--- src/r2q_pkg.sv ---
// Shared widths, types and helpers for the rotation matrix to quaternion core.
package r2q_pkg;

	// Fixed-point format of entries and results
	localparam int FRAC_BITS = 14;
	localparam int EW        = 16;
	localparam int QW        = 16;

	// Signed working width for the trace and the radicands
	localparam int RADW = 19;
	// A positive radicand stays below 2^17
	localparam int RADU = 17;
	// Root width and the even-sized radicand word fed to the root unit
	localparam int SW   = (RADU + FRAC_BITS + 1) / 2;
	localparam int VW   = 2 * SW;
	// Sum or difference of two entries, and the scaled dividend magnitude
	localparam int NUMW = EW + 1;
	localparam int NW   = NUMW + FRAC_BITS - 1;

	localparam int QUEUE_DEPTH = 4;
	localparam int QAW         = 2;

	typedef enum logic [1:0] {
		BR_TRACE = 2'd0,
		BR_X     = 2'd1,
		BR_Y     = 2'd2,
		BR_Z     = 2'd3
	} branch_t;

	// Classified request between front and back
	typedef struct packed {
		branch_t                 br;
		logic                    degen;
		logic [RADU-1:0]         rad;
		logic signed [NUMW-1:0]  n0;
		logic signed [NUMW-1:0]  n1;
		logic signed [NUMW-1:0]  n2;
	} work_t;

	// Control carried alongside the divider lanes
	typedef struct packed {
		branch_t         br;
		logic            degen;
		logic [SW-1:0]   root;
	} tag_t;

	// One divider lane: sign, partial remainder, quotient, dividend bits left
	typedef struct packed {
		logic            neg;
		logic [SW-1:0]   rem;
		logic [NW-1:0]   quo;
		logic [NW-1:0]   dvd;
	} lane_t;

	// Clamp a signed magnitude to the result range
	function automatic logic signed [QW-1:0] sat_mag(input logic neg, input logic [NW-1:0] mag);
		logic [QW-1:0] low;
		low = mag[QW-1:0];
		if (neg) begin
			if (mag >= NW'(32768)) sat_mag = QW'(16'sh8000);
			else                   sat_mag = QW'(-low);
		end else begin
			if (mag > NW'(32767)) sat_mag = QW'(16'sh7fff);
			else                  sat_mag = low;
		end
	endfunction

endpackage

--- src/r2q_mat_if.sv ---
// Matrix request channel.
interface r2q_mat_if;
	logic                         valid;
	logic                         ready;
	logic signed [r2q_pkg::EW-1:0] e11, e12, e13, e21, e22, e23, e31, e32, e33;

	modport source (output valid, e11, e12, e13, e21, e22, e23, e31, e32, e33, input ready);
	modport sink   (input valid, e11, e12, e13, e21, e22, e23, e31, e32, e33, output ready);
endinterface

--- src/r2q_front.sv ---
// Front end: picks the branch, forms the radicand and the three numerators.
module r2q_front (
	input  logic               clk,
	input  logic               arst_n,
	r2q_mat_if.sink            mat,
	output logic               push_valid,
	input  logic               push_ready,
	output r2q_pkg::work_t     push_work
);
	logic signed [r2q_pkg::RADW-1:0] a11, a22, a33, tr, rad;
	logic                             adv;
	r2q_pkg::work_t                   work_d;
	r2q_pkg::work_t                   work_s1;
	logic                             valid_s1;

	// Widen diagonal and form the trace
	assign a11 = r2q_pkg::RADW'(mat.e11);
	assign a22 = r2q_pkg::RADW'(mat.e22);
	assign a33 = r2q_pkg::RADW'(mat.e33);
	assign tr  = a11 + a22 + a33;

	// Classify the request
	always_comb begin
		work_d = '0;
		if (!tr[r2q_pkg::RADW-1] && (tr != '0)) begin
			work_d.br = r2q_pkg::BR_TRACE;
			rad       = tr + r2q_pkg::RADW'(1 << r2q_pkg::FRAC_BITS);
			work_d.n0 = r2q_pkg::NUMW'(mat.e23) - r2q_pkg::NUMW'(mat.e32);
			work_d.n1 = r2q_pkg::NUMW'(mat.e31) - r2q_pkg::NUMW'(mat.e13);
			work_d.n2 = r2q_pkg::NUMW'(mat.e12) - r2q_pkg::NUMW'(mat.e21);
		end else if (mat.e11 >= mat.e22 && mat.e11 >= mat.e33) begin
			work_d.br = r2q_pkg::BR_X;
			rad       = r2q_pkg::RADW'(1 << r2q_pkg::FRAC_BITS) + a11 - a22 - a33;
			work_d.n0 = r2q_pkg::NUMW'(mat.e12) + r2q_pkg::NUMW'(mat.e21);
			work_d.n1 = r2q_pkg::NUMW'(mat.e13) + r2q_pkg::NUMW'(mat.e31);
			work_d.n2 = r2q_pkg::NUMW'(mat.e23) - r2q_pkg::NUMW'(mat.e32);
		end else if (mat.e22 > mat.e33) begin
			work_d.br = r2q_pkg::BR_Y;
			rad       = r2q_pkg::RADW'(1 << r2q_pkg::FRAC_BITS) + a22 - a11 - a33;
			work_d.n0 = r2q_pkg::NUMW'(mat.e21) + r2q_pkg::NUMW'(mat.e12);
			work_d.n1 = r2q_pkg::NUMW'(mat.e32) + r2q_pkg::NUMW'(mat.e23);
			work_d.n2 = r2q_pkg::NUMW'(mat.e31) - r2q_pkg::NUMW'(mat.e13);
		end else begin
			work_d.br = r2q_pkg::BR_Z;
			rad       = r2q_pkg::RADW'(1 << r2q_pkg::FRAC_BITS) + a33 - a11 - a22;
			work_d.n0 = r2q_pkg::NUMW'(mat.e31) + r2q_pkg::NUMW'(mat.e13);
			work_d.n1 = r2q_pkg::NUMW'(mat.e32) + r2q_pkg::NUMW'(mat.e23);
			work_d.n2 = r2q_pkg::NUMW'(mat.e12) - r2q_pkg::NUMW'(mat.e21);
		end
		work_d.degen = rad[r2q_pkg::RADW-1] || (rad == '0);
		work_d.rad   = rad[r2q_pkg::RADU-1:0];
	end

	// Advance when the stage is empty or its request moves on
	assign adv       = !valid_s1 || push_ready;
	assign mat.ready = adv;

	always_ff @(posedge clk or negedge arst_n) begin
		if (!arst_n) begin
			valid_s1 <= 1'b0;
		end else if (adv) begin
			valid_s1 <= mat.valid;
		end
	end

	always_ff @(posedge clk) begin
		if (adv && mat.valid) begin
			work_s1 <= work_d;
		end
	end

	assign push_valid = valid_s1;
	assign push_work  = work_s1;
endmodule

--- src/flat_wrapper.sv ---
// flat-port wrapper written by rule: the top's interface ports become plain ports
module r2q_front_flat 
  (clk, arst_n, push_valid, push_ready, push_work, mat_valid, mat_e11, mat_e12, mat_e13, mat_e21, mat_e22, mat_e23, mat_e31, mat_e32, mat_e33, mat_ready);
  r2q_mat_if mat_i ();
  input  logic clk;
  input  logic arst_n;
  output logic push_valid;
  input  logic push_ready;
  output r2q_pkg::work_t push_work;
  input wire logic [$bits(mat_i.valid)-1:0] mat_valid;
  input wire logic [$bits(mat_i.e11)-1:0] mat_e11;
  input wire logic [$bits(mat_i.e12)-1:0] mat_e12;
  input wire logic [$bits(mat_i.e13)-1:0] mat_e13;
  input wire logic [$bits(mat_i.e21)-1:0] mat_e21;
  input wire logic [$bits(mat_i.e22)-1:0] mat_e22;
  input wire logic [$bits(mat_i.e23)-1:0] mat_e23;
  input wire logic [$bits(mat_i.e31)-1:0] mat_e31;
  input wire logic [$bits(mat_i.e32)-1:0] mat_e32;
  input wire logic [$bits(mat_i.e33)-1:0] mat_e33;
  output wire logic [$bits(mat_i.ready)-1:0] mat_ready;
  assign mat_i.valid = mat_valid;
  assign mat_i.e11 = mat_e11;
  assign mat_i.e12 = mat_e12;
  assign mat_i.e13 = mat_e13;
  assign mat_i.e21 = mat_e21;
  assign mat_i.e22 = mat_e22;
  assign mat_i.e23 = mat_e23;
  assign mat_i.e31 = mat_e31;
  assign mat_i.e32 = mat_e32;
  assign mat_i.e33 = mat_e33;
  assign mat_ready = mat_i.ready;
  r2q_front u_core (.clk(clk), .arst_n(arst_n), .mat(mat_i), .push_valid(push_valid), .push_ready(push_ready), .push_work(push_work));
endmodule
--- config.mk ---
export PLATFORM = sky130hd
export DESIGN_NAME = r2q_front_flat
export DESIGN_NICKNAME = d
export VERILOG_FILES = /design/src/r2q_pkg.sv /design/src/r2q_mat_if.sv /design/src/r2q_front.sv /design/src/flat_wrapper.sv
export SDC_FILE = /design/constraint.sdc
export NUM_CORES = 1
export LEC_CHECK = 0
export ABC_AREA = 0
export BUFFER_PORTS_ARGS = -buffer_cell sky130_fd_sc_hd__buf_4
export CAP_MARGIN = 10
export CORE_MARGIN = 2
export CORE_UTILIZATION = 65
export DETAILED_ROUTE_END_ITERATION = 12
export PLACE_DENSITY = 0.89
export SYNTH_ARGS = -nofsm -noshare
export SYNTH_HDL_FRONTEND = slang
export SYNTH_SLANG_ARGS = --single-unit
--- constraint.sdc ---
create_clock -name clk -period 6.28 [get_ports clk]
set_clock_uncertainty 0.05 [all_clocks]
set_input_delay 1.256 -clock clk [delete_from_list [all_inputs] [get_ports clk]]
set_output_delay 1.256 -clock clk [all_outputs]
set_load 0.05 [all_outputs]
==> results.toml <==
[min_path]
holdPathStages = 2
hold_path_class = "reg2reg"

[logic_synthesis]
synth_cells = 1941
postSynthAreaPerCell_um2 = 8.02
synthFlopType = "edfxtp_1"
ys_warn_count = 0
post-synth-top-area-cell = "ha_1"
syn_nets = 2416
synthDistinctLibCells = 84
seq_area_frac_synth_pct = 13.9
synth_seq_cells = 72
synth_common_cells = "ha_1 (293), inv_1 (204), a21oi_1 (152), nor2_1 (134), nand2_1 (132)"
async_flop_share_pct = 1.39
synthTopCellsByArea = "ha_1 (24%), edfxtp_1 (14%), xnor2_1 (6.7%)"
synth_edf_count = 71
syn_area_mm2 = 0.0156
synth_top_area_share_pct = 23.6
synth.most_common_cell = "ha_1"

[floorplanning]
pin_count = 221
core_mm2 = 0.0235
initial_core_util_pct = 66.3
rows = 56
dieArea_mm2 = 0.0252
die_x_um = 159
die_y_um = 159

[place]
gp_congestion = 0.984
hpwlAfterDp_mm = 42.5
io_buffer_count = 220

[timing]
fin_setup_tns_ns = -0.0428
hold_viol = 0
final-max-slew-violation-count = 0
setup_ws_ns = -0.0428
finalCriticalPeriod_ns = 6.32
slew_headroom_pct = 32.2
max_freq_mhz = 158
setup_viol_count_final = 1
rsz0062_at_grt = "true"
fin_crit_sh_pct = 101
tightest_slew_ns = 1.02

[routing]
drc = 0
vias_per_cell = 6.37
via_count = 16600
dr.first_iter.drc_count = 1707
first_pass_iters = 10
finalWirelength_mm = 52.7
ant_nets = 0
wire_per_inst_um = 20.2

[outcome]
status = "finished with violations"
violations = "setup timing"

[cts]
insertion_delay_ns = 0.34
cts_tree = "built"
cts_sinks = 72
clock_path_buffers = 2
path_clk_slew_ns = 0.06
root_buffer = "clkbuf_16"
h-tree-depth = 3
numCtsBuffers = 9

[critical_path]
worstPathRequired_ns = 6.41
worstSetupPathType = "in2reg"
setup.worst_path.end_class = "flop"
cp_max_fo = 3
cp_slowest_cell = "a221o_1"
startpoint_type = "input port"
arrival_ns = 6.45
rr_worst_depth = 2
slowest_delay_ns = 0.40

[final_layout]
fin_nets = 2757
n_antenna_cell = 0
drive_gt1_share_pct = 21.0
area.growth.synth_to_final_pct = 23.8

[power]
powerDensity_mw_per_mm2 = 265
seqPwrFrac_pct = 14.0
p_comb_share_pct = 73.9
clkPwrFrac_pct = 12.1
p_sw_uw = 2470
leakagePower_uw = 0.00911
p_total_uw = 5100
p_sw_share_pct = 48.5
p_int_uw = 2630
peakVddDrop_v = 0.000160

[global_route]
grt_max_degree = 72
track_usage_pct = 38.8
grt_pass1_vias = 16400
grt_overflow = 0
grt_first_pass_wirelength_mm = 80.0
antenna_found_initial = 0

[flow_run]
drv_cap = 0
[worst max-delay path: cells and delay by family]
family / cells / cell delay, ns
and+or+nand+nor: 7 / 0.98
buffers and inverters: 3 / 0.24
xor gates and xnor gates: 2 / 0.26
AOI/OAI and AO/OA: 9 / 2.27
muxes: 1 / 0.18
adders and majority gates: 5 / 1.25
[cell families (layout without fill, tap and decap cells)]
family,count (synthesis),in the layout,share of synthesized area [%]
multiplexers,32,32,2.15
AO/OA/AOI/OAI,570,570,24.2
XOR/XNOR,164,164,9.23
AND/OR/NAND/NOR,515,515,16.0
flip-flops,72,72,13.9
buffers and inverters,256,602,6.29
adder cells (fa/ha/maj),332,332,28.3
[power groups by stage]
stage	registers [uW]	clock network, uW	logic, uW
4_1_cts	714	610	3600
2_1_floorplan	1040	0	2010
5_1_grt	723	629	4010
6_report	714	615	3770
3_5_place_dp	724	0	3530
3_3_place_gp	719	0	3440
[per-layer routing]
| layer | part of all wire, % | global-route usage [%] | wire length (um) |
|---|---|---|---|
| met3 | 8.2 | 4.65 | 4310 |
| met5 | 0 | 0 | 0 |
| met1 | 37 | 44.6 | 19700 |
| met4 | 6.5 | 22.2 | 3450 |
| met2 | 48 | 69.5 | 25200 |
[repair_timing]
item / CTS / global route
buffers inserted: 4 / 7
hold buffers: 0 / 0
gates resized for setup: 8 / 55
setup endpoints to repair: 1 / 4
pin swaps: 4 / 42
[placed cells by master (no fill, tap or decap), types with 18 or more instances in the layout]
cell,count
buf_4,378
ha_1,284
inv_1,198
a21oi_1,144
nor2_1,132
nand2_1,131
xnor2_1,118
o21ai_0,111
edfxtp_1,71
nor3_1,56
nand3_1,47
xor2_1,45
fa_1,34
o21bai_1,31
a21o_1,30
a211oi_1,29
nand2b_1,28
o211ai_1,27
nor2b_1,27
o21a_1,25
or3_1,23
mux2i_1,21
and3_1,18
[path summary, 6_finish.rpt]
path	startpoint	to	slack (ns)
max in group asynchronous	arst_n	u_core.push_valid$_DFFE_PN0N_	5.48
min reg2reg	u_core.push_valid$_DFFE_PN0N_	u_core.push_valid$_DFFE_PN0N_	0.51
min	u_core.push_valid$_DFFE_PN0N_	u_core.push_valid$_DFFE_PN0N_	0.51
max reg2reg	u_core.push_valid$_DFFE_PN0N_	u_core.push_work[52]$_DFFE_PP_	4.46
min in group asynchronous	arst_n	u_core.push_valid$_DFFE_PN0N_	0.62
max	mat_e22[0]	u_core.push_work[68]$_DFFE_PP_	-0.04
[metrics by stage]
step	setup slack, ns	hold WS, ns	instance area (um^2)	cells	utilization, %
6_report	-0.0428	0.512	19300	2606	82.1
5_1_grt	-0.320	0.534	19300	2606	82.1
4_1_cts	0.00785	0.509	19000	2599	81.0
3_5_place_dp	-0.558	0.492	18600	2579	79.2
3_3_place_gp	-0.298	0.463	18600	2579	79.2
2_1_floorplan	0.00195	0.910	15600	1941	-
[sequential cells by signal (all words and copies together) (netlist names)]
signal	cells
u_core.push_valid	1
u_core.push_work	71
[cell type report]
type / instances / area, um^2
clock buffer: 9 / 225
clock inverter: 7 / 120
fill: 1488 / 4210
inverter: 204 / 773
multi-input combinational: 1613 / 12700
sequential: 72 / 2160
tap: 319 / 399
timing repair buffer: 382 / 2900
No activity file was read; power rests on OpenSTA's default activity.
