**src/r2q_pkg.sv**
```systemverilog
// Shared widths, types and helpers for the rotation matrix to quaternion core.
package r2q_pkg;

	// Fixed-point format of entries and results
	localparam int FRAC_BITS = 14;
	localparam int EW        = 16;
	localparam int QW        = 16;

	// Signed working width for the trace and the radicands
	localparam int RADW = 19;
	// A positive radicand stays below 2^17
	localparam int RADU = 17;
	// Root width and the even-sized radicand word fed to the root unit
	localparam int SW   = (RADU + FRAC_BITS + 1) / 2;
	localparam int VW   = 2 * SW;
	// Sum or difference of two entries, and the scaled dividend magnitude
	localparam int NUMW = EW + 1;
	localparam int NW   = NUMW + FRAC_BITS - 1;

	localparam int QUEUE_DEPTH = 4;
	localparam int QAW         = 2;

	typedef enum logic [1:0] {
		BR_TRACE = 2'd0,
		BR_X     = 2'd1,
		BR_Y     = 2'd2,
		BR_Z     = 2'd3
	} branch_t;

	// Classified request between front and back
	typedef struct packed {
		branch_t                 br;
		logic                    degen;
		logic [RADU-1:0]         rad;
		logic signed [NUMW-1:0]  n0;
		logic signed [NUMW-1:0]  n1;
		logic signed [NUMW-1:0]  n2;
	} work_t;

	// Control carried alongside the divider lanes
	typedef struct packed {
		branch_t         br;
		logic            degen;
		logic [SW-1:0]   root;
	} tag_t;

	// One divider lane: sign, partial remainder, quotient, dividend bits left
	typedef struct packed {
		logic            neg;
		logic [SW-1:0]   rem;
		logic [NW-1:0]   quo;
		logic [NW-1:0]   dvd;
	} lane_t;

	// Clamp a signed magnitude to the result range
	function automatic logic signed [QW-1:0] sat_mag(input logic neg, input logic [NW-1:0] mag);
		logic [QW-1:0] low;
		low = mag[QW-1:0];
		if (neg) begin
			if (mag >= NW'(32768)) sat_mag = QW'(16'sh8000);
			else                   sat_mag = QW'(-low);
		end else begin
			if (mag > NW'(32767)) sat_mag = QW'(16'sh7fff);
			else                  sat_mag = low;
		end
	endfunction

endpackage

```
**src/r2q_queue.sv**
```systemverilog
// Short request queue between front and back.
module r2q_queue (
	input  logic               clk,
	input  logic               arst_n,
	input  logic               push_valid,
	output logic               push_ready,
	input  r2q_pkg::work_t     push_work,
	output logic               pop_valid,
	input  logic               pop_ready,
	output r2q_pkg::work_t     pop_work
);
	r2q_pkg::work_t          slot_q [r2q_pkg::QUEUE_DEPTH];
	logic [r2q_pkg::QAW-1:0] wptr_q, rptr_q;
	logic [r2q_pkg::QAW:0]   count_q;
	logic                    push, pop;

	assign push_ready = (count_q != (r2q_pkg::QAW+1)'(r2q_pkg::QUEUE_DEPTH));
	assign pop_valid  = (count_q != '0);
	assign push       = push_valid && push_ready;
	assign pop        = pop_valid && pop_ready;
	assign pop_work   = slot_q[rptr_q];

	// Advance pointers and occupancy
	always_ff @(posedge clk or negedge arst_n) begin
		if (!arst_n) begin
			wptr_q  <= '0;
			rptr_q  <= '0;
			count_q <= '0;
		end else begin
			if (push) wptr_q <= wptr_q + 1'b1;
			if (pop)  rptr_q <= rptr_q + 1'b1;
			if (push && !pop)      count_q <= count_q + 1'b1;
			else if (pop && !push) count_q <= count_q - 1'b1;
		end
	end

	// Store the incoming request
	always_ff @(posedge clk) begin
		if (push) begin
			slot_q[wptr_q] <= push_work;
		end
	end
endmodule

```
**config.mk**
```make
export PLATFORM = sky130hd
export DESIGN_NAME = r2q_queue
export DESIGN_NICKNAME = d
export VERILOG_FILES = /design/src/r2q_pkg.sv /design/src/r2q_queue.sv
export SDC_FILE = /design/constraint.sdc
export NUM_CORES = 1
export LEC_CHECK = 0
export BUFFER_PORTS_ARGS = -buffer_cell sky130_fd_sc_hd__clkbuf_2
export CAP_MARGIN = 20
export CORE_UTILIZATION = 59
export CTS_BUF_LIST = sky130_fd_sc_hd__clkbuf_4 sky130_fd_sc_hd__clkbuf_8
export CTS_CLUSTER_DIAMETER = 100
export DETAILED_ROUTE_END_ITERATION = 10
export GPL_TIMING_DRIVEN = 0
export PLACE_DENSITY = 0.82
export SLEW_MARGIN = 40
export SYNTH_ARGS = -nofsm -noshare
export SYNTH_HDL_FRONTEND = slang
export SYNTH_SLANG_ARGS = --single-unit
```
**constraint.sdc**
```tcl
create_clock -name clk -period 3.75 [get_ports clk]
set_input_delay 0.375 -clock clk [delete_from_list [all_inputs] [get_ports clk]]
set_output_delay 0.375 -clock clk [all_outputs]
set_load 0.02 [all_outputs]
```
==> results.sh, run 1 <==
export IMPL_p_seq_share_pct=43.4
export IMPL_crit_top_cell="clkbuf_2"
export IMPL_synth_top_family_by_area="multiplexers"
export IMPL_ys_seq_elements=291
export IMPL_synth_xor_area_share_pct=0.490
export IMPL_hpwl_um=12000
export IMPL_syn_area_mm2=0.0107
export IMPL_finalWorstSetupSlack_ns=1.38
export IMPL_fillers=1011
export IMPL_grt_pass1_vias=5252
export IMPL_post_place_ws_ns=1.60
export IMPL_status="completed"
export IMPL_grt_max_degree=35
export IMPL_cp_startpoint="rptr_q[1]"
export IMPL_synth_compound_area_share_pct=0.105
export IMPL_cts_max_path_buffers=3
export IMPL_numCtsBuffers=43
export IMPL_hp_class="input port to flop"
export IMPL_io_buffers=147
export IMPL_slew_viol_final=0
export IMPL_syn_inst=406
export IMPL_placed_cell_area_mm2=0.0119
export IMPL_r2r_cells=8
export IMPL_rows=48
export IMPL_seq_area_frac_synth_pct=81.1
export IMPL_wl_um=18300
export IMPL_ys_warn_count=0
export IMPL_final_area_mm2=0.0127
export IMPL_ios=148
export IMPL_drive_gt1_share_pct=48.7
export IMPL_die_y_um=137
export IMPL_cts_htree_levels=2
export IMPL_cts_repair_resized=0
export IMPL_worst_slew_pin_slew_ns=0.370
export IMPL_path_delay_family="buffers and inverters"
export IMPL_min_delay_start="push_work[47]"
export IMPL_cp_slowest_stage_delay_ns=0.36
export IMPL_worstSkewPairLatency_ns=0.52
export IMPL_synth_simple_area_share_pct=0.478
export IMPL_clkPwrFrac_pct=22.1
export IMPL_p_switching_mw=3.24
export IMPL_min_period_ns=2.37
export IMPL_vias=4868
export IMPL_pwr_share_comb_pct=34.5
export IMPL_worstPathArrival_ns=2.00
export IMPL_critPathBufInv=3
export IMPL_p_leak_nw=4.44
export IMPL_die_area_mm2=0.0187
export IMPL_initial_core_util_pct=61.2
export IMPL_cts_sinks=291
export IMPL_antenna_cells=0
export IMPL_crit_slowest_cell="mux4_2"
export IMPL_cp_cell_sequence="clkbuf_2 -> buf_2 -> mux4_2 -> clkbuf_2"
export IMPL_cp_start_kind="flop"
export IMPL_avgSynthCellArea_um2=26.4
export IMPL_criticalPathCategory="flop to primary output"
export IMPL_drcViolationCount=0
export IMPL_power_density_mw_per_mm2=810
export IMPL_grt_setup_unrepaired="false"
export IMPL_finish_utilization_pct=72.4
export IMPL_final_setup_tns_ns=0
export IMPL_track_usage_pct=20.8
export IMPL_nNetsFinal=688
export IMPL_area_delta_synth_final_pct=18.3
export IMPL_relSlewSlack_pct=75.2
export IMPL_die_x_um=137
export IMPL_globalplace_congestion=0.702
export IMPL_grt_pass1_wl_um=28200
export IMPL_internal_power_mw=7.03
export IMPL_fp_coreArea_mm2=0.0175
export IMPL_report_final_setup_viol=0
export IMPL_synth_nets=487
export IMPL_hold_path_depth=1
export IMPL_tritoncts="built"
export IMPL_hold_viol=0
export IMPL_drtPass1Iterations=4
export IMPL_antenna_found_initial=0
export IMPL_maxCapViolations=0
export IMPL_clock_skew_final_ns=0.0129
export IMPL_swShare_pct=31.6
export IMPL_period_share_pct=63.3
export IMPL_crit_fanout=10
export IMPL_worstPathRequired_ns=3.38
export IMPL_drtIter0Drc=286
export IMPL_path_depth=4
export IMPL_cts_root_buf="clkbuf_8"
export IMPL_avgRoutedWirePerCell_um=21.4
export IMPL_path_clk_slew_ns=0.06
export IMPL_vias_per_cell=5.68
export IMPL_grt_remaining_overflow=0
export IMPL_fmax_ghz=0.421
export IMPL_power_mw=10.3
export IMPL_synth_area_mux_share_pct=15.1
export IMPL_crit_path_end_kind="primary output"
export IMPL_ant_nets=0
export IMPL_ys_types=20
export IMPL_r2r_start="count_q[0]"
export IMPL_vdd_drop_max_uv=513
export IMPL_synthAdderAreaFrac_pct=0.770
==> registers in the layout (all words and copies together), names as in the netlist <==
name     cells
slot_q     284
count_q      3
rptr_q       2
wptr_q       2
==> cell type report <==
| class | instances | area (um2) | area share (%) |
|---|---|---|---|
| clock inverters | 14 | 60.1 | 0.473 |
| repair buffers | 156 | 906 | 7.14 |
| inverters | 3 | 11.3 | 0.0887 |
| clock buffers | 56 | 702 | 5.53 |
| plain buffers | 16 | 191 | 1.51 |
| flip-flops and latches | 291 | 8700 | 68.6 |
| multi-input cells | 96 | 1830 | 14.4 |
| well taps | 225 | 282 | 2.22 |
==> stage by stage <==
| stage | hold slack [ns] | std cells |
|---|---|---|
| floorplan | 0.0794 | 406 |
| global placement | 0.217 | 778 |
| detailed placement | 0.219 | 786 |
| CTS | 0.0359 | 857 |
| global route | 0.0455 | 857 |
| finish | 0.0681 | 857 |
==> cells in the final DEF (no fill, tap or decap) <==
master	Yosys	routed
a21boi_2	1	1
nor2_1	2	2
clkinvlp_4	0	1
fa_1	1	1
and2_4	0	4
clkinv_2	0	3
or3_1	1	1
xor2_1	2	2
nand2_1	2	2
inv_1	3	3
clkinv_1	0	10
buf_12	7	15
dlygate4sd3_1	0	1
clkbuf_8	0	45
xnor2_1	4	4
nand3_1	1	1
mux2_2	2	2
ha_1	5	5
buf_2	7	7
dfrtp_1	7	7
buf_6	1	1
edfxtp_1	284	284
clkbuf_2	1	148
mux4_1	1	1
mux4_2	70	70
clkbuf_4	0	11
==> logic make-up after synthesis <==
group / count (synthesis)
adders and majority gates: 6
buffers and inverters: 19
DFF: 291
AOI/OAI and AO/OA: 1
muxes: 73
and+or+nand+nor: 10
xor gates and xnor gates: 6
==> worst reg2reg max path: stages, from the launching register on <==
cell and delay [ns]:
dfrtp_1 0.44, or3_1 0.42, nand2_1 0.14, ha_1 0.20, inv_1 0.06, fa_1 0.38, xor2_1 0.17, nor2_1 0.11
xor2_1 0.17
==> routing by layer <==
metal,vias to the layer above,track usage (%),part of all wire (%)
met1,2530,26.7,39
met5,-,0,0
met2,167,34.8,52
li1,2147,-,-
met4,0,5.74,1.4
met3,24,6.52,7.3
==> power by group through the flow <==
stage	registers (mW)	logic, mW	clock network, mW
after floorplan	4.50	2.49	0
after global placement	4.56	3.42	0
after detailed placement	4.53	3.62	0
after CTS	4.46	3.63	2.33
after global routing	4.50	3.80	2.46
final	4.46	3.55	2.27
==> path summary, 6_finish.rpt <==
| check | end | slack [ns] |
|---|---|---|
| max | pop_work[29] | 1.38 |
| min in group asynchronous | wptr_q[1] | 0.22 |
| min | slot_q[2][47] | 0.07 |
| max reg2reg | count_q[2] | 1.59 |
| min reg2reg | count_q[0] | 0.57 |
| max in group asynchronous | rptr_q[0] | 3.37 |
==> repair_timing <==
item / CTS / global route
hold endpoints to repair: 7 / 0
buffers inserted: 0 / 0
hold buffers: 1 / 0
==> synth_stat cells (all sizes together) <==
cell type	instances	area [um2]
xor2	2	17.5
buf	15	186
clkbuf	1	5.00
nand3	1	5.00
edfxtp	284	8530
nor2	2	7.51
nand2	2	7.51
fa	1	20.0
mux2	2	22.5
inv	3	11.3
a21boi	1	11.3
dfrtp	7	175
ha	5	62.6
and2	4	25.0
mux4	71	1600
xnor2	4	35.0
or3	1	6.26
Note: power is estimated with default switching activity, not from simulation.
==> inputs of run 2 (changes only) <==
==> constraint.sdc (replaced) <==
create_clock -name clk -period 2.4 [get_ports clk]
set_input_delay 0.24 -clock clk [delete_from_list [all_inputs] [get_ports clk]]
set_output_delay 0.24 -clock clk [all_outputs]
set_load 0.02 [all_outputs]
==> results.sh, run 2 (synthesis gave the netlist of run 1 again) <==
export IMPL_status="completed"
export IMPL_internal_power_mw=11.5
export IMPL_grt_setup_unrepaired="false"
export IMPL_rows=48
export IMPL_power_density_mw_per_mm2=1240
export IMPL_top_regs="slot_q (284), count_q (3)"
export IMPL_hp_class="input port to asynchronous set/reset pin"
export IMPL_numCtsBuffers=44
export IMPL_worst_slew_pin_slew_ns=0.584
export IMPL_globalplace_congestion=0.683
export IMPL_report_final_setup_viol=0
export IMPL_wl_um=20500
export IMPL_final_setup_tns_ns=0
export IMPL_worstPathArrival_ns=2.09
export IMPL_io_buffers=147
export IMPL_clock_skew_final_ns=0.0273
export IMPL_grt_max_degree=38
export IMPL_vdd_drop_max_uv=1100
export IMPL_hpwl_um=11700
export IMPL_crit_fanout=10
export IMPL_worstSkewPairLatency_ns=0.54
export IMPL_path_clk_slew_ns=0.07
export IMPL_worstPathRequired_ns=2.16
export IMPL_maxCapViolations=0
export IMPL_tritoncts="built"
export IMPL_die_x_um=137
export IMPL_dr_wl_met3_um=1280
export IMPL_area_delta_synth_final_pct=26.2
export IMPL_crit_top_cell="clkbuf_2"
export IMPL_placed_cells=784
export IMPL_die_y_um=137
export IMPL_finish_utilization_pct=77.2
export IMPL_cts_root_buf="clkbuf_8"
export IMPL_cts_max_path_buffers=3
export IMPL_largest_reg_flops=284
export IMPL_cp_slowest_stage_delay_ns=0.39
export IMPL_final_cell_mix="284 x edfxtp_1, 148 x clkbuf_2, 73 x dlygate4sd3_1, 70 x mux4_2, 48 x clkbuf_8"
export IMPL_drive_gt1_share_pct=44.8
export IMPL_post_cts_buffers=0
export IMPL_grt_pass1_wl_um=30500
export IMPL_cts_sinks=291
export IMPL_p_switching_mw=5.36
export IMPL_power_mw=16.8
export IMPL_slew_viol_final=0
export IMPL_ant_nets=0
export IMPL_cp_start_kind="flop"
export IMPL_wl_met1_um=7630
export IMPL_top_register="slot_q"
export IMPL_fmax_ghz=0.429
export IMPL_fillers=919
export IMPL_p_seq_share_pct=41.5
export IMPL_vias=5243
export IMPL_relSlewSlack_pct=61.0
export IMPL_dr_wl_met2_um=11200
export IMPL_hold_viol=0
export IMPL_final_common_cell="edfxtp_1"
export IMPL_min_period_ns=2.33
export IMPL_track_usage_pct=22.7
export IMPL_path_delay_family="buffers and inverters"
export IMPL_die_area_mm2=0.0187
export IMPL_crit_slowest_cell="mux4_2"
export IMPL_drcViolationCount=0
export IMPL_antenna_found_initial=1
export IMPL_initial_core_util_pct=61.2
export IMPL_swShare_pct=31.9
export IMPL_drtIter0Drc=304
export IMPL_avgRoutedWirePerCell_um=21.9
export IMPL_criticalPathCategory="flop to primary output"
export IMPL_stdcell_count=940
export IMPL_pwr_share_comb_pct=34.0
export IMPL_fp_coreArea_mm2=0.0175
export IMPL_cp_cell_sequence="clkbuf_2 -> buf_2 -> mux4_2 -> clkbuf_2"
export IMPL_critPathBufInv=3
export IMPL_ios=148
export IMPL_drtPass1Iterations=4
export IMPL_cts_htree_levels=2
export IMPL_grt_remaining_overflow=0
export IMPL_p_leak_nw=4.82
export IMPL_vias_per_cell=5.58
export IMPL_period_share_pct=97.1
export IMPL_clkPwrFrac_pct=24.5
export IMPL_nNetsFinal=759
export IMPL_crit_path_end_kind="primary output"
export IMPL_top_layer_used="met4"
export IMPL_grt_pass1_vias=5753
## run 2: cell types whose count changed in the layout (fill, tap and decap cells not counted), moves of 2 or more
cell,previous run,this run
dlygate4sd3_1,1,73
clkinv_2,3,11
bufinv_16,0,3
clkbuf_8,45,48
buf_12,15,13
clkbuf_4,11,8
## run 2: stage by stage
step                      setup slack (ns)  hold slack [ns]  area, um2
after floorplan                      0.293          -0.0556      10700
after global placement              -0.359           0.0775      11800
after detailed placement             0.225           0.0864      11900
after CTS                           0.0821           0.0353      13500
after global routing               0.00419           0.0899      13500
final                               0.0695           0.0957      13500
## run 2: final cells by class
class / instances / area, um2 / share of cell area, %
antenna: 1 / 2.50 / 0.0185
inverter: 3 / 11.3 / 0.0832
tap: 225 / 282 / 2.08
clock buffer: 56 / 721 / 5.32
buffer: 16 / 191 / 1.41
multi-input combinational: 96 / 1850 / 13.6
sequential: 291 / 8700 / 64.3
clock inverter: 26 / 195 / 1.44
timing repair buffer: 226 / 1590 / 11.7
## run 2: repair_timing
action / in CTS / in global routing
gates resized for setup: 0 / 3
hold buffers: 73 / 0
endpoints found under the setup margin: 0 / 1
endpoints found under the hold margin: 293 / 0
## run 2: final timing paths
path,startpoint,endpoint,slack [ns],cells after the start
setup / recovery,rptr_q[1],pop_work[3],0.07,4
hold / removal,arst_n,rptr_q[1],0.1,2
hold reg to reg,count_q[2],count_q[2],0.56,1
setup reg to reg,count_q[1],count_q[2],0.12,8
min in group clk,push_valid,wptr_q[0],0.20,3
max in group asynchronous,arst_n,count_q[0],2.14,2
## run 2: metal layers
layer,up-vias,global-route usage (%)
li1,2311,-
met1,2685,27.2
met2,207,40.2
met3,40,5.48
met4,0,8.36
met5,-,0
## run 2: power by group through the flow
stage / sequential (mW) / clock (mW) / combinational (mW)
detailed placement: 7.08 / 0 / 5.62
finish: 6.98 / 4.13 / 5.72
CTS: 6.97 / 4.19 / 5.74
floorplan: 6.99 / 0 / 3.89
global route: 7.05 / 4.42 / 6.08
global placement: 7.04 / 0 / 5.37
==> inputs of run 3 (changes only) <==
--- a/config.mk
+++ b/config.mk
@@ -11,7 +11,7 @@
 export CTS_BUF_LIST = sky130_fd_sc_hd__clkbuf_4 sky130_fd_sc_hd__clkbuf_8
 export CTS_CLUSTER_DIAMETER = 100
 export DETAILED_ROUTE_END_ITERATION = 10
-export GPL_TIMING_DRIVEN = 0
+export GPL_TIMING_DRIVEN = 1
 export PLACE_DENSITY = 0.82
 export SLEW_MARGIN = 40
 export SYNTH_ARGS = -nofsm -noshare
==> constraint.sdc (replaced) <==
create_clock -name clk -period 2.68 [get_ports clk]
set_input_delay 0.268 -clock clk [delete_from_list [all_inputs] [get_ports clk]]
set_output_delay 0.268 -clock clk [all_outputs]
set_load 0.02 [all_outputs]
==> results.sh, run 3 (synthesis gave the netlist of run 1 again) <==
export IMPL_status="completed"
export IMPL_ctsHoldBuffers=72
export IMPL_stdcell_count=926
export IMPL_worstPathRequired_ns=2.41
export IMPL_hpwl_um=11300
export IMPL_ant_nets=0
export IMPL_drcViolationCount=0
export IMPL_period_share_pct=92.8
export IMPL_relSlewSlack_pct=67.9
export IMPL_numCtsBuffers=45
export IMPL_wl_um=19600
export IMPL_io_buffers=147
export IMPL_top_register="slot_q"
export IMPL_worst_slew_pin_slew_ns=0.482
export IMPL_fp_coreArea_mm2=0.0175
export IMPL_vias_per_cell=5.56
export IMPL_drtIter0Drc=247
export IMPL_cts_htree_levels=2
export IMPL_globalplace_congestion=0.756
export IMPL_path_clk_slew_ns=0.06
export IMPL_nNetsFinal=753
export IMPL_fmax_ghz=0.402
export IMPL_cp_slowest_stage_delay_ns=0.66
export IMPL_cts_repair_resized=0
export IMPL_hold_viol=0
export IMPL_grt_pass1_wl_um=30100
export IMPL_cp_start_kind="flop"
export IMPL_crit_path_end_kind="primary output"
export IMPL_rows=48
export IMPL_drive_gt1_share_pct=44.2
export IMPL_worstSkewPairLatency_ns=0.52
export IMPL_min_period_ns=2.49
export IMPL_grt_pass1_vias=5655
export IMPL_vias=5147
export IMPL_power_density_mw_per_mm2=1090
export IMPL_area_delta_synth_final_pct=24.4
export IMPL_die_x_um=137
export IMPL_worstPathArrival_ns=2.22
export IMPL_p_leak_nw=4.73
export IMPL_report_final_setup_viol=0
export IMPL_tritoncts="built"
export IMPL_fillers=920
export IMPL_clock_skew_final_ns=0.0143
export IMPL_crit_fanout=18
export IMPL_grt_max_degree=43
export IMPL_initial_core_util_pct=61.2
export IMPL_final_cell_mix="284 x edfxtp_1, 147 x clkbuf_2, 72 x dlygate4sd3_1, 70 x mux4_2, 51 x clkbuf_8"
export IMPL_slew_viol_final=0
export IMPL_track_usage_pct=22.3
export IMPL_grt_remaining_overflow=0
export IMPL_antenna_cells=0
export IMPL_hp_class="input port to flop"
export IMPL_top_regs="slot_q (284), count_q (3)"
export IMPL_cts_max_path_buffers=3
export IMPL_hold_worst_slack_ns=0.0669
export IMPL_final_common_cell="edfxtp_1"
export IMPL_die_y_um=137
export IMPL_cts_root_buf="clkbuf_8"
export IMPL_criticalPathCategory="flop to primary output"
export IMPL_placed_cell_area_mm2=0.0118
export IMPL_final_area_mm2=0.0134
export IMPL_maxCapViolations=0
export IMPL_final_setup_tns_ns=0
export IMPL_cts_sinks=291
export IMPL_ios=148
export IMPL_die_area_mm2=0.0187
export IMPL_post_cts_buffers=0
export IMPL_antenna_found_initial=0
export IMPL_avgRoutedWirePerCell_um=21.1
export IMPL_cp_cell_sequence="buf_4 -> mux4_2 -> clkbuf_2"
export IMPL_grt_setup_unrepaired="false"
export IMPL_drtPass1Iterations=4
export IMPL_placed_cells=778
export IMPL_largest_reg_flops=284
export IMPL_crit_slowest_cell="dfrtp_4"
export IMPL_vdd_drop_max_uv=755
run 3: changes by cell type in the layout (fill, tap and decap cells not counted), sizes merged:
cell / previous run / this run
buf: 21 / 16
clkbuf: 204 / 210
clkinv: 22 / 12
bufinv: 3 / 0
dlygate4sd3: 73 / 72
diode: 1 / 0
run 3: power breakdown:
| group | leakage (nW) | switching (mW) | internal [mW] | total [mW] |
|---|---|---|---|---|
| combinational | 1.59 | 2.66 | 2.02 | 4.69 |
| clock | 0.455 | 1.52 | 1.89 | 3.42 |
| sequential | 2.68 | 0.405 | 6.02 | 6.43 |
| total | 4.73 | 4.59 | 9.94 | 14.5 |
run 3: final timing paths:
| kind | start | cells past startpoint | to | slack (ns) |
|---|---|---|---|---|
| min in group asynchronous | arst_n | 2 | rptr_q[0] | 0.12 |
| worst min-delay path | pop_ready | 3 | rptr_q[1] | 0.07 |
| worst max-delay path | rptr_q[0] | 3 | pop_work[12] | 0.19 |
| max in group asynchronous | arst_n | 2 | rptr_q[1] | 2.36 |
| worst max register to register | count_q[1] | 8 | count_q[2] | 0.39 |
| worst min register to register | count_q[2] | 1 | count_q[2] | 0.55 |
run 3: per-stage QoR:
stage	setup WS [ns]	utilization, %	total power [mW]
global route	0.0702	76.1	15.2
detailed placement	0.556	67.2	11.2
floorplan	0.573	-	9.75
finish	0.192	76.1	14.5
global placement	0.648	67.2	11.0
CTS	0.124	76.1	14.7
run 3: final cells by class:
class | count | area, um2 | area share, %
Tap cell | 225 | 282 | 2.11
Inverter | 3 | 11.3 | 0.0843
Sequential cell | 291 | 8710 | 65.2
Clock inverter | 13 | 58.8 | 0.440
Clock buffer | 63 | 792 | 5.93
Timing Repair Buffer | 235 | 1660 | 12.5
Multi-Input combinational cell | 96 | 1830 | 13.7
run 3: metal layers:
layer  vias to the layer above  track usage, %  wire length, um
li1                       2287               -                -
met3                        32            5.93             1190
met1                      2667            27.8             7640
met4                         0            7.57              354
met5                         -               0                0
met2                       161            38.1            10400
run 3: critical path, delay by kind of cell, from the launching register on:
kind | cells | cell delay [ns]
buf+inv | 2 | 0.50
flops | 1 | 0.66
mux | 1 | 0.54
